--- config.mk ---
export PLATFORM = sky130hd
export DESIGN_NAME = serial_packet_deframer_flat
export DESIGN_NICKNAME = d
export VERILOG_FILES = /design/src/design/spd_pkg.sv /design/src/design/spd_in_if.sv /design/src/design/spd_out_if.sv /design/src/design/spd_store.sv /design/src/design/spd_ctrl.sv /design/src/design/serial_packet_deframer.sv /design/src/flat_wrapper.sv
export SDC_FILE = /design/constraint.sdc
export NUM_CORES = 1
export LEC_CHECK = 0
export ABC_AREA = 1
export BUFFER_PORTS_ARGS = -buffer_cell sky130_fd_sc_hd__buf_4
export CORE_UTILIZATION = 50
export CTS_BUF_LIST = sky130_fd_sc_hd__clkbuf_8
export DETAILED_ROUTE_END_ITERATION = 7
export PLACE_DENSITY = 0.66
export SYNTH_ARGS = -nofsm -noshare
export SYNTH_HDL_FRONTEND = slang
export SYNTH_SLANG_ARGS = --single-unit
--- constraint.sdc ---
create_clock -name clk_i -period 3.93 [get_ports clk_i]
set_input_delay 0.786 -clock clk_i [delete_from_list [all_inputs] [get_ports clk_i]]
set_output_delay 0.786 -clock clk_i [all_outputs]
set_load 0.01 [all_outputs]
--- src/design/spd_pkg.sv ---
// ----------------------------------------------------------------------------
// spd_pkg
// Types and constants shared by the serial packet deframer modules.
// ----------------------------------------------------------------------------
package spd_pkg;

  // Width of a payload store pointer; covers stores of up to 64 bytes.
  localparam int unsigned PTR_W = 6;

  // Hard cap on the number of results one frame may produce.
  localparam int unsigned RESULT_LIMIT = 32;

  // Configuration register indexes.
  typedef enum logic [1:0] {
    CFG_START_MARKER = 2'd0,
    CFG_MAX_LENGTH   = 2'd1,
    CFG_CHECK_MODE   = 2'd2,
    CFG_FIXED_CHECK  = 2'd3
  } cfg_index_e;

  // Reset values of the configuration registers.
  localparam logic [7:0] START_MARKER_RST = 8'hAA;
  localparam logic [5:0] MAX_LENGTH_RST   = 6'd32;
  localparam logic       CHECK_MODE_RST   = 1'b1;
  localparam logic [7:0] FIXED_CHECK_RST  = 8'hFF;

  // Check modes.
  localparam logic MODE_SUM   = 1'b0;
  localparam logic MODE_FIXED = 1'b1;

  // Parser phases.
  typedef enum logic [2:0] {
    PH_HUNT  = 3'd0,
    PH_ID    = 3'd1,
    PH_LEN   = 3'd2,
    PH_DATA  = 3'd3,
    PH_CHECK = 3'd4,
    PH_EMIT  = 3'd5
  } phase_e;

  // Access request from the controller to the payload store.
  typedef struct packed {
    logic             we;
    logic [PTR_W-1:0] waddr;
    logic [7:0]       wdata;
    logic             re;
    logic [PTR_W-1:0] raddr;
  } mem_req_t;

endpackage

--- src/design/spd_in_if.sv ---
// ----------------------------------------------------------------------------
// spd_in_if
// Received byte channel: valid/ready handshake with one byte of payload.
// ----------------------------------------------------------------------------
interface spd_in_if;
  logic       valid;
  logic       ready;
  logic [7:0] rx_byte;

  modport source (output valid, output rx_byte, input ready);
  modport sink   (input valid, input rx_byte, output ready);
endinterface

--- src/design/spd_out_if.sv ---
// ----------------------------------------------------------------------------
// spd_out_if
// Frame result channel: valid/ready handshake with one result per transaction.
// ----------------------------------------------------------------------------
interface spd_out_if;
  logic       valid;
  logic       ready;
  logic [7:0] frame_id;
  logic [5:0] frame_length;
  logic       has_byte;
  logic [4:0] byte_index;
  logic [7:0] payload_byte;
  logic       last;

  modport source (
    output valid, output frame_id, output frame_length, output has_byte,
    output byte_index, output payload_byte, output last, input ready
  );
  modport sink (
    input valid, input frame_id, input frame_length, input has_byte,
    input byte_index, input payload_byte, input last, output ready
  );
endinterface

--- src/design/spd_store.sv ---
// ----------------------------------------------------------------------------
// spd_store
// Payload byte store: one write port, one read port with registered data.
// ----------------------------------------------------------------------------
module spd_store #(
  parameter int unsigned DEPTH = 32
) (
  input  logic              clk_i,
  input  spd_pkg::mem_req_t req_i,
  output logic [7:0]        rdata_o
);

  localparam int unsigned AW = (DEPTH > 1) ? $clog2(DEPTH) : 1;

  logic [7:0] mem [DEPTH];
  logic [7:0] rdata_q;

  // Write port.
  always_ff @(posedge clk_i) begin
    if (req_i.we) begin
      mem[req_i.waddr[AW-1:0]] <= req_i.wdata;
    end
  end

  // Read port with registered data.
  always_ff @(posedge clk_i) begin
    if (req_i.re) begin
      rdata_q <= mem[req_i.raddr[AW-1:0]];
    end
  end

  assign rdata_o = rdata_q;

endmodule

--- src/design/spd_ctrl.sv ---
// ----------------------------------------------------------------------------
// spd_ctrl
// Frame parser, configuration registers and readout sequencer.
// ----------------------------------------------------------------------------
module spd_ctrl #(
  parameter int unsigned MAX_PAYLOAD = 32
) (
  input  logic              clk_i,
  input  logic              rst_ni,
  input  logic              cfg_we_i,
  input  logic [1:0]        cfg_index_i,
  input  logic [7:0]        cfg_data_i,
  spd_in_if.sink            in_i,
  spd_out_if.source         out_o,
  output spd_pkg::mem_req_t mem_req_o,
  input  logic [7:0]        mem_rdata_i
);

  localparam int unsigned CAP =
    (MAX_PAYLOAD < spd_pkg::RESULT_LIMIT) ? MAX_PAYLOAD : spd_pkg::RESULT_LIMIT;
  localparam logic [5:0] CAP_LEN = 6'(CAP);

  spd_pkg::phase_e phase_q, phase_d;
  logic [7:0] start_marker_q, fixed_check_q;
  logic [5:0] max_length_q;
  logic       check_mode_q;
  logic [7:0] id_q, id_d;
  logic [5:0] len_q, len_d;
  logic [5:0] fill_q, fill_d;
  logic [7:0] sum_q, sum_d;
  logic [5:0] rd_idx_q, rd_idx_d;
  logic       pend_q, pend_d;
  logic       out_valid_q, out_valid_d;

  logic       load;
  logic       ld_has_byte, ld_last;
  logic [4:0] ld_index;
  logic [7:0] ld_byte;
  logic [5:0] ld_length;

  logic [7:0] out_id_q, out_byte_q;
  logic [5:0] out_length_q;
  logic [4:0] out_index_q;
  logic       out_has_byte_q, out_last_q;

  logic       in_fire, slot_free;
  logic [7:0] ch, expect_byte;
  logic [5:0] limit, fill_inc;

  assign ch        = in_i.rx_byte;
  assign in_fire   = in_i.valid && in_i.ready;
  assign slot_free = !out_valid_q || out_o.ready;
  assign limit     = (max_length_q < CAP_LEN) ? max_length_q : CAP_LEN;
  assign fill_inc  = fill_q + 6'd1;
  assign expect_byte = (check_mode_q == spd_pkg::MODE_FIXED) ? fixed_check_q : sum_q;

  // Handshake and store access.
  always_comb begin
    in_i.ready      = (phase_q != spd_pkg::PH_EMIT);
    mem_req_o.we    = in_fire && (phase_q == spd_pkg::PH_DATA);
    mem_req_o.waddr = fill_q;
    mem_req_o.wdata = ch;
    mem_req_o.re    = (phase_q == spd_pkg::PH_EMIT) && (len_q != 6'd0) &&
                      !pend_q && slot_free;
    mem_req_o.raddr = rd_idx_q;
  end

  // Next state of the parser and the readout sequencer.
  always_comb begin
    phase_d     = phase_q;
    id_d        = id_q;
    len_d       = len_q;
    fill_d      = fill_q;
    sum_d       = sum_q;
    rd_idx_d    = rd_idx_q;
    pend_d      = pend_q;
    load        = 1'b0;
    ld_has_byte = 1'b0;
    ld_last     = 1'b0;
    ld_index    = 5'd0;
    ld_byte     = 8'd0;
    ld_length   = 6'd0;
    case (phase_q)
      spd_pkg::PH_HUNT: begin
        if (in_fire) begin
          sum_d = ch;
          if (ch == start_marker_q) begin
            phase_d = spd_pkg::PH_ID;
          end
        end
      end
      spd_pkg::PH_ID: begin
        if (in_fire) begin
          id_d    = ch;
          sum_d   = sum_q + ch;
          phase_d = spd_pkg::PH_LEN;
        end
      end
      spd_pkg::PH_LEN: begin
        if (in_fire) begin
          if (ch <= {2'b00, limit}) begin
            len_d   = ch[5:0];
            fill_d  = 6'd0;
            sum_d   = sum_q + ch;
            phase_d = (ch != 8'd0) ? spd_pkg::PH_DATA : spd_pkg::PH_CHECK;
          end else begin
            phase_d = spd_pkg::PH_HUNT;
          end
        end
      end
      spd_pkg::PH_DATA: begin
        if (in_fire) begin
          fill_d = fill_inc;
          sum_d  = sum_q + ch;
          if (fill_inc == len_q) begin
            phase_d = spd_pkg::PH_CHECK;
          end
        end
      end
      spd_pkg::PH_CHECK: begin
        if (in_fire) begin
          rd_idx_d = 6'd0;
          pend_d   = 1'b0;
          phase_d  = (ch == expect_byte) ? spd_pkg::PH_EMIT : spd_pkg::PH_HUNT;
        end
      end
      spd_pkg::PH_EMIT: begin
        if (len_q == 6'd0) begin
          // Empty frame: a single result without a byte.
          if (slot_free) begin
            load    = 1'b1;
            ld_last = 1'b1;
            phase_d = spd_pkg::PH_HUNT;
          end
        end else if (pend_q) begin
          // Read data has arrived; the output slot is known to be free.
          load        = 1'b1;
          ld_has_byte = 1'b1;
          ld_length   = len_q;
          ld_index    = 5'(rd_idx_q - 6'd1);
          ld_byte     = mem_rdata_i;
          ld_last     = (rd_idx_q == len_q);
          pend_d      = 1'b0;
          if (rd_idx_q == len_q) begin
            phase_d = spd_pkg::PH_HUNT;
          end
        end else if (slot_free) begin
          rd_idx_d = rd_idx_q + 6'd1;
          pend_d   = 1'b1;
        end
      end
      default: begin
        phase_d = spd_pkg::PH_HUNT;
      end
    endcase
    out_valid_d = (out_valid_q && !out_o.ready) || load;
  end

  // Control and architectural state.
  always_ff @(posedge clk_i or negedge rst_ni) begin
    if (!rst_ni) begin
      phase_q     <= spd_pkg::PH_HUNT;
      id_q        <= 8'd0;
      len_q       <= 6'd0;
      fill_q      <= 6'd0;
      sum_q       <= 8'd0;
      rd_idx_q    <= 6'd0;
      pend_q      <= 1'b0;
      out_valid_q <= 1'b0;
    end else begin
      phase_q     <= phase_d;
      id_q        <= id_d;
      len_q       <= len_d;
      fill_q      <= fill_d;
      sum_q       <= sum_d;
      rd_idx_q    <= rd_idx_d;
      pend_q      <= pend_d;
      out_valid_q <= out_valid_d;
    end
  end

  // Configuration registers.
  always_ff @(posedge clk_i or negedge rst_ni) begin
    if (!rst_ni) begin
      start_marker_q <= spd_pkg::START_MARKER_RST;
      max_length_q   <= spd_pkg::MAX_LENGTH_RST;
      check_mode_q   <= spd_pkg::CHECK_MODE_RST;
      fixed_check_q  <= spd_pkg::FIXED_CHECK_RST;
    end else if (cfg_we_i) begin
      case (spd_pkg::cfg_index_e'(cfg_index_i))
        spd_pkg::CFG_START_MARKER: start_marker_q <= cfg_data_i;
        spd_pkg::CFG_MAX_LENGTH:   max_length_q   <= cfg_data_i[5:0];
        spd_pkg::CFG_CHECK_MODE:   check_mode_q   <= cfg_data_i[0];
        spd_pkg::CFG_FIXED_CHECK:  fixed_check_q  <= cfg_data_i;
        default: begin
        end
      endcase
    end
  end

  // Output register payload.
  always_ff @(posedge clk_i) begin
    if (load) begin
      out_id_q       <= id_q;
      out_length_q   <= ld_length;
      out_has_byte_q <= ld_has_byte;
      out_index_q    <= ld_index;
      out_byte_q     <= ld_byte;
      out_last_q     <= ld_last;
    end
  end

  assign out_o.valid        = out_valid_q;
  assign out_o.frame_id     = out_id_q;
  assign out_o.frame_length = out_length_q;
  assign out_o.has_byte     = out_has_byte_q;
  assign out_o.byte_index   = out_index_q;
  assign out_o.payload_byte = out_byte_q;
  assign out_o.last         = out_last_q;

endmodule

--- src/design/serial_packet_deframer.sv ---
// ----------------------------------------------------------------------------
// serial_packet_deframer
// Parses start, id, length, payload and check bytes and delivers good frames.
// ----------------------------------------------------------------------------
// While a frame is being parsed the block takes one byte per cycle. Once a
// frame passes its check byte, the input is held off while the frame is read
// out of the payload store: each payload byte is read through the store's
// registered read port and then loaded into the output register, and the next
// byte is read only while the output slot is free. The input opens again as
// soon as the last result sits in the output register. The store needs no
// clearing after reset; only bytes written in the current frame are read out.
module serial_packet_deframer #(
  parameter int unsigned MAX_PAYLOAD = 32
) (
  input  logic       clk_i,
  input  logic       rst_ni,
  input  logic       cfg_we_i,
  input  logic [1:0] cfg_index_i,
  input  logic [7:0] cfg_data_i,
  spd_in_if.sink     in_i,
  spd_out_if.source  out_o
);

  spd_pkg::mem_req_t mem_req;
  logic [7:0]        mem_rdata;

  // Parser and readout control.
  spd_ctrl #(
    .MAX_PAYLOAD (MAX_PAYLOAD)
  ) u_ctrl (
    .clk_i       (clk_i),
    .rst_ni      (rst_ni),
    .cfg_we_i    (cfg_we_i),
    .cfg_index_i (cfg_index_i),
    .cfg_data_i  (cfg_data_i),
    .in_i        (in_i),
    .out_o       (out_o),
    .mem_req_o   (mem_req),
    .mem_rdata_i (mem_rdata)
  );

  // Payload byte store.
  spd_store #(
    .DEPTH (MAX_PAYLOAD)
  ) u_store (
    .clk_i   (clk_i),
    .req_i   (mem_req),
    .rdata_o (mem_rdata)
  );

endmodule

--- src/flat_wrapper.sv ---
// flat-port wrapper written by rule: the top's interface ports become plain ports
module serial_packet_deframer_flat 
#(
  parameter int unsigned MAX_PAYLOAD = 32
)
  (clk_i, rst_ni, cfg_we_i, cfg_index_i, cfg_data_i, in_i_valid, in_i_rx_byte, in_i_ready, out_o_valid, out_o_frame_id, out_o_frame_length, out_o_has_byte, out_o_byte_index, out_o_payload_byte, out_o_last, out_o_ready);
  spd_in_if in_i_i ();
  spd_out_if out_o_i ();
  input  logic clk_i;
  input  logic rst_ni;
  input  logic cfg_we_i;
  input  logic [1:0] cfg_index_i;
  input  logic [7:0] cfg_data_i;
  input wire logic [$bits(in_i_i.valid)-1:0] in_i_valid;
  input wire logic [$bits(in_i_i.rx_byte)-1:0] in_i_rx_byte;
  output wire logic [$bits(in_i_i.ready)-1:0] in_i_ready;
  output wire logic [$bits(out_o_i.valid)-1:0] out_o_valid;
  output wire logic [$bits(out_o_i.frame_id)-1:0] out_o_frame_id;
  output wire logic [$bits(out_o_i.frame_length)-1:0] out_o_frame_length;
  output wire logic [$bits(out_o_i.has_byte)-1:0] out_o_has_byte;
  output wire logic [$bits(out_o_i.byte_index)-1:0] out_o_byte_index;
  output wire logic [$bits(out_o_i.payload_byte)-1:0] out_o_payload_byte;
  output wire logic [$bits(out_o_i.last)-1:0] out_o_last;
  input wire logic [$bits(out_o_i.ready)-1:0] out_o_ready;
  assign in_i_i.valid = in_i_valid;
  assign in_i_i.rx_byte = in_i_rx_byte;
  assign in_i_ready = in_i_i.ready;
  assign out_o_valid = out_o_i.valid;
  assign out_o_frame_id = out_o_i.frame_id;
  assign out_o_frame_length = out_o_i.frame_length;
  assign out_o_has_byte = out_o_i.has_byte;
  assign out_o_byte_index = out_o_i.byte_index;
  assign out_o_payload_byte = out_o_i.payload_byte;
  assign out_o_last = out_o_i.last;
  assign out_o_i.ready = out_o_ready;
  serial_packet_deframer #(.MAX_PAYLOAD(MAX_PAYLOAD)) u_core (.clk_i(clk_i), .rst_ni(rst_ni), .cfg_we_i(cfg_we_i), .cfg_index_i(cfg_index_i), .cfg_data_i(cfg_data_i), .in_i(in_i_i), .out_o(out_o_i));
endmodule
**Word-level counts from Yosys, hierarchy flattened**

Memories as Yosys holds them, arrays and structs flattened. A register that Yosys moved wholly into a read port is not among the register bits.
Index checks and enable logic that the tools add are counted.

- Add/sub/neg operators: 4
- Magnitude comparators: 2
- Equality and inequality tests: 28
- Mux-type cells: 43
- Bitwise gates (word level): 2
- Reduce and logical (&&, ||, !) cells: 33

Operator list:

| cell | number |
|---|---|
| $mux 6 | 8 |
| $mux 3 | 14 |
| $mux 8 | 5 |
| $pmux 6 s2 | 2 |
| $pmux 8 s3 | 1 |
| $ne 2x2->1 const B | 10 |
| $pmux 3 s6 | 1 |
| $eq 8x8->1 | 2 |
| $add 6x1->6 const B | 2 |
| $eq 6x6->1 | 2 |
| $mux 1 | 11 |
| $reduce_and 10->1 | 1 |
| $reduce_and 2->1 | 5 |
| $reduce_and 5->1 | 2 |
| $add 8x8->8 | 1 |
| $le 8x6->1 | 1 |
| $reduce_bool 8->1 | 1 |
| $eq 3x2->1 const B | 2 |
| $eq 3x3->1 const B | 2 |
| $logic_and 1x1->1 | 6 |
| $logic_not 6->1 | 1 |
| $lt 6x6->1 const B | 1 |
| $ne 3x3->1 const B | 2 |
| $reduce_and 3->1 | 2 |
| other kinds (19) | 27 |

- Register bits: 91
- Memory bits (writable): 256
- Bits of input ports: 23
- Memories: 1

Memories:

| memory | words | bits a word | rd ports | clocked after memory_dff | wr ports | line | RTL |
|---|---|---|---|---|---|---|---|
| u_core.u_store.mem | 32 | 8 | 1 | 1 | 1 | spd_store.sv:15 | `logic [7:0] mem [DEPTH];` |

**Depth between registers and ports, before layout**

- Depth in word-level cells: 6
- Mapped depth: 16
- Mapped depth without buffers: 16

**Hierarchy**

A second synthesis with hierarchy kept.

- Cells, all modules: 1532
- Area, all modules: 15775.1 um^2

Modules (own cells, without submodules):

| module | times used | cells each | area each (um^2) | sequential area each (um^2) |
|---|---|---|---|---|
| spd_store | 1 | 922 | 10866.7 | 7927.6 |
| spd_ctrl | 1 | 610 | 4908.5 | 2439.8 |

**Worst setup path before layout**

No wires, ideal clock.

- Path kind: input to register
- Start: in out_o_ready
- End: reg u_core.u_ctrl.out_index_q[0], in the netlist u_core.u_ctrl.out_o.byte_index[0] (enable)
- Setup time: 0.384 ns
- Arrival time: 1.736 ns
- Required time: 3.546 ns
- Path slack: 1.810 ns
- Stages: 6
- Path buffers: 0
- Cell sequence: inv_1 > nand2_1 > nand4_1 > inv_1 > a21oi_1 > inv_1

- Longest elaborated chain between the ends: 4

RTL lines:

| item | line | RTL |
|---|---|---|
| from (decl) | flat_wrapper.sv:24 | `input wire logic [$bits(out_o_i.ready)-1:0] out_o_ready;` |
| $logic_or 1x1->1 | spd_ctrl.sv:52 | `assign slot_free = !out_valid_q \|\| out_o.ready;` |
| $mux 1 | spd_ctrl.sv:130 | `if (slot_free) begin` |
| $mux 1 | spd_ctrl.sv:128 | `if (len_q == 6'd0) begin` |
| $mux 1 | spd_ctrl.sv:83 | `case (phase_q)` |
| net u_core.u_ctrl.load | spd_ctrl.sv:35 | `logic load;` |
| to (signal assigned) | spd_ctrl.sv:207 | `out_index_q <= ld_index;` |
| to (decl) | spd_ctrl.sv:43 | `logic [4:0] out_index_q;` |

The timed path passes the listed nets, and every way through them passes these cells.
A chain may end at the register's enable or synchronous reset.

**Worst setup path in the final report**

- Start: reg u_core.u_ctrl.phase_q[2]
- End: mem u_core.u_store.mem[26][4] (enable)

- Longest elaborated chain between the ends: 5

RTL lines:

| item | line | RTL |
|---|---|---|
| from (decl) | spd_ctrl.sv:23 | `spd_pkg::phase_e phase_q, phase_d;` |
| from (signal assigned) | spd_ctrl.sv:162 | `phase_q <= spd_pkg::PH_HUNT;` |
| from (signal assigned) | spd_ctrl.sv:171 | `phase_q <= phase_d;` |
| $ne 3x3->1 | spd_ctrl.sv:59 | `in_i.ready = (phase_q != spd_pkg::PH_EMIT);` |
| $logic_and 1x1->1 | spd_ctrl.sv:51 | `assign in_fire = in_i.valid && in_i.ready;` |
| $logic_and 1x1->1 (*) | spd_ctrl.sv:60 | `mem_req_o.we = in_fire && (phase_q == spd_pkg::PH_DATA);` |
| $mux 1 (*) | spd_store.sv:20 | `if (req_i.we) begin` |
| $mux 1 (not written as such) (*) | spd_store.sv:21 | `mem[req_i.waddr[AW-1:0]] <= req_i.wdata;` |
| to (decl) | spd_store.sv:15 |  |

Every way passes the cells marked *; elsewhere a longest branch is shown, timed or not.

==> impl_metrics.tcl <==
set metrics [dict create \
    async_flop_share 0.1746 \
    syn_area_um2 15780 \
    dieArea_um2 32270 \
    grt_max_degree 125 \
    crit_slowest_cell "nor2_1" \
    antenna_left 0 \
    gr-usage-all-layers 0.2348 \
    cts_resized 0 \
    grt_pass1_vias 10490 \
    postSynthCellCount 1474 \
    critPathKind "register to register" \
    rsz0062_at_grt "false" \
    start_kind "register" \
    drt_iter0_markers 916 \
    leakage_nw 6.765 \
    r2r-end "u_core.u_store.mem[26][4]" \
    synth_edf_count 293 \
    synthMuxAreaShare 0 \
    dr.pass1.iters 8 \
    period_needed_ns 2.554 \
    viasPerCell 5.416 \
    hp-class "input port to asynchronous set/reset pin" \
    core-area_um2 30830 \
    yosys.area_share.simple 0.1657 \
    grt_pass1_wl_mm 58.46 \
    finalHoldViolations 0 \
    yosysWarnings 0 \
    whs_ns 0.2721 \
    place_area_um2 16450 \
    yosysMostFrequentCell "edfxtp_1" \
    ios 54 \
    crit_chain "nor2_1 > inv_1 > nor2_2 > inv_1 > nor2_4 > nand2_1 > nor2_1" \
    drt_wl_total_mm 37.01 \
    max_freq_mhz 391.6 \
    startpoint "u_core.u_ctrl.phase_q[2]" \
    ys_ff_latch 355 \
    worstSetupEndpointType "register" \
    htreeDepth 2 \
    synth-xor-area-share 0.01499 \
    synth_top_family_by_area "simple AND/OR/NAND/NOR gates" \
    num_vias 10680 \
    synth_area_leaders "edfxtp_1 56%, dfrtp_1 7.6%, nor2_1 6.7%" \
    cts_buffers 56 \
    report.final.slew_viol_count 0 \
    die_x_um 179.6 \
    period_share 0.6498 \
    synth_top_area_frac 0.5577 \
    grt.overflow.total 0 \
    cts.sinks 355 \
    slew_headroom 0.2530 \
    clock_skew_ns 0.03946 \
    portBuffers 53 \
    syn2layout_area_growth_pct 10.46 \
    synth-compound-area-share 0.09875 \
    dpl.hpwl_mm 22.99 \
    syn-num-nets 1517 \
    synth_cell_types 41 \
    cts-root-buf "clkbuf_8" \
    p_per_area_nw_per_um2 641.4 \
    place_congestion 0.8530 \
    avgRoutedWirePerCell_um 18.78 \
    reg2reg_depth 7 \
    arrival_ns 2.74 \
    drcViolationCount 1 \
    avgSynthCellArea_um2 10.70 \
    cts_tree "done" \
    clkLatencyLatePin_ns 0.60 \
    yosys.area.top_type "edfxtp_1" \
    drv_cap 0 \
    ir_drop_uv 467.1 \
    antenna_found_initial 1 \
    fin_area_um2 17430 \
    clk_transition_reported_paths_ns 0.06 \
    cp.required_ns 4.12 \
    ys.flop_type "edfxtp_1" \
    synth.yosys.seq_area_share 0.6572 \
    synth_common_cells "293 x edfxtp_1, 282 x nor2_1, 248 x nand2_1, 190 x o21ai_0, 94 x inv_1" \
    path_max_fanout 8 \
    initial_utilization 0.5117 \
    hold_buffers 0 \
    run_status "finished with violations" \
    cts_setup_buffers 0 \
    synth_adder_area_share 0.01634 \
    fill_cells 2611 \
    setup_violations 0 \
    critPathCapture "u_core.u_store.mem[26][4]" \
    cts_buffer_depth 3 \
    drive_gt1_frac 0.1276 \
    layout.nets 1573 \
    rows 64 \
    num_antenna_cells 0 \
    r2r_slack_ns 1.38 \
    violations "design-rule violations" \
    cpPeakStageDelay_ns 0.71 \
    setup_tns_ns 0 \
    reg2reg_from "u_core.u_ctrl.phase_q[2]" \
    die_y_um 179.6 \
    tightest_slew_ns 1.119 \
]
-- cell type report --
cell class | count | area (µm²) | share of cell area
Clock inverter | 46 | 193.9 | 0.01113
Sequential cell | 355 | 10370 | 0.5952
Multi-Input combinational cell | 950 | 4666 | 0.2678
Tap cell | 396 | 495.5 | 0.02843
Inverter | 101 | 381.6 | 0.02190
Timing Repair Buffer | 66 | 533.0 | 0.03059
Clock buffer | 57 | 784.5 | 0.04502
-- logic make-up after synthesis --
group,count (synthesis)
compound gates,282
xor+xnor,27
buf+inv,169
fa+ha+maj,20
simple gates,621
flops,355
-- layout by cell type (no fill, tap or decap), types with 16 or more instances in the layout --
master    instances
a21oi_1          24
nor2_1          282
clkbuf_8         57
o21ai_0         190
edfxtp_1        293
o211ai_1         16
nand2_1         248
nor2_4           16
ha_1             19
inv_1           112
nand3_1          52
dfrtp_1          47
buf_4            63
o22ai_1          19
-- critical path, delay by kind of cell (launching register included) --
family / cells / cell delay [ns]
flip-flops: 1 / 0.48
AND/OR/NAND/NOR: 5 / 1.49
buffers and inverters: 2 / 0.17
-- metrics by stage --
step | instances | util | power [mW] | worst slack (ns)
global placement | 1868 | 0.5335 | 8.405 | 1.273
CTS | 1971 | 0.5652 | 11.19 | 1.377
floorplan | 1474 | - | 7.347 | 1.810
finish | 1971 | 0.5652 | 11.18 | 1.376
global route | 1971 | 0.5652 | 11.89 | 1.166
detailed placement | 1868 | 0.5335 | 8.448 | 1.229
-- worst min path at each step --
stage                           from                              end  cells past startpoint
2_1_floorplan  u_core.u_ctrl.id_q[0]  u_core.u_ctrl.out_o.frame_id[0]                      0
3_3_place_gp   u_core.u_ctrl.id_q[6]  u_core.u_ctrl.out_o.frame_id[6]                      0
3_5_place_dp   u_core.u_ctrl.id_q[1]  u_core.u_ctrl.out_o.frame_id[1]                      0
4_1_cts                       rst_ni           u_core.u_ctrl.len_q[3]                      1
5_1_grt                       rst_ni           u_core.u_ctrl.len_q[3]                      1
6_report                      rst_ni        u_core.u_ctrl.rd_idx_q[3]                      1
-- registers in the layout, summed over array words and instances, names as in the netlist, 8 cells and up --
name / cells
u_core.u_ctrl.fixed_check_q: 8
u_core.u_ctrl.id_q: 8
u_core.u_ctrl.out_o.frame_id: 8
u_core.u_ctrl.out_o.payload_byte: 8
u_core.u_ctrl.start_marker_q: 8
u_core.u_ctrl.sum_q: 8
u_core.u_store.mem: 256
u_core.u_store.rdata_o: 8
-- report_power, final --
group          total, mW  switching [mW]  internal, mW
combinational       3.77            2.58          1.18
clock               2.75            1.40          1.35
sequential          4.66           0.270          4.39
total               11.2            4.26          6.92
-- layer usage --
layer | wire, µm | global-route usage | part of all wire
met5 | 12 | 0 | 0.00032
met4 | 1347 | 0.09552 | 0.036
met3 | 2367 | 0.04599 | 0.064
met2 | 17350 | 0.3841 | 0.47
met1 | 15930 | 0.3091 | 0.43
Note: power is estimated with default switching activity, not from simulation.
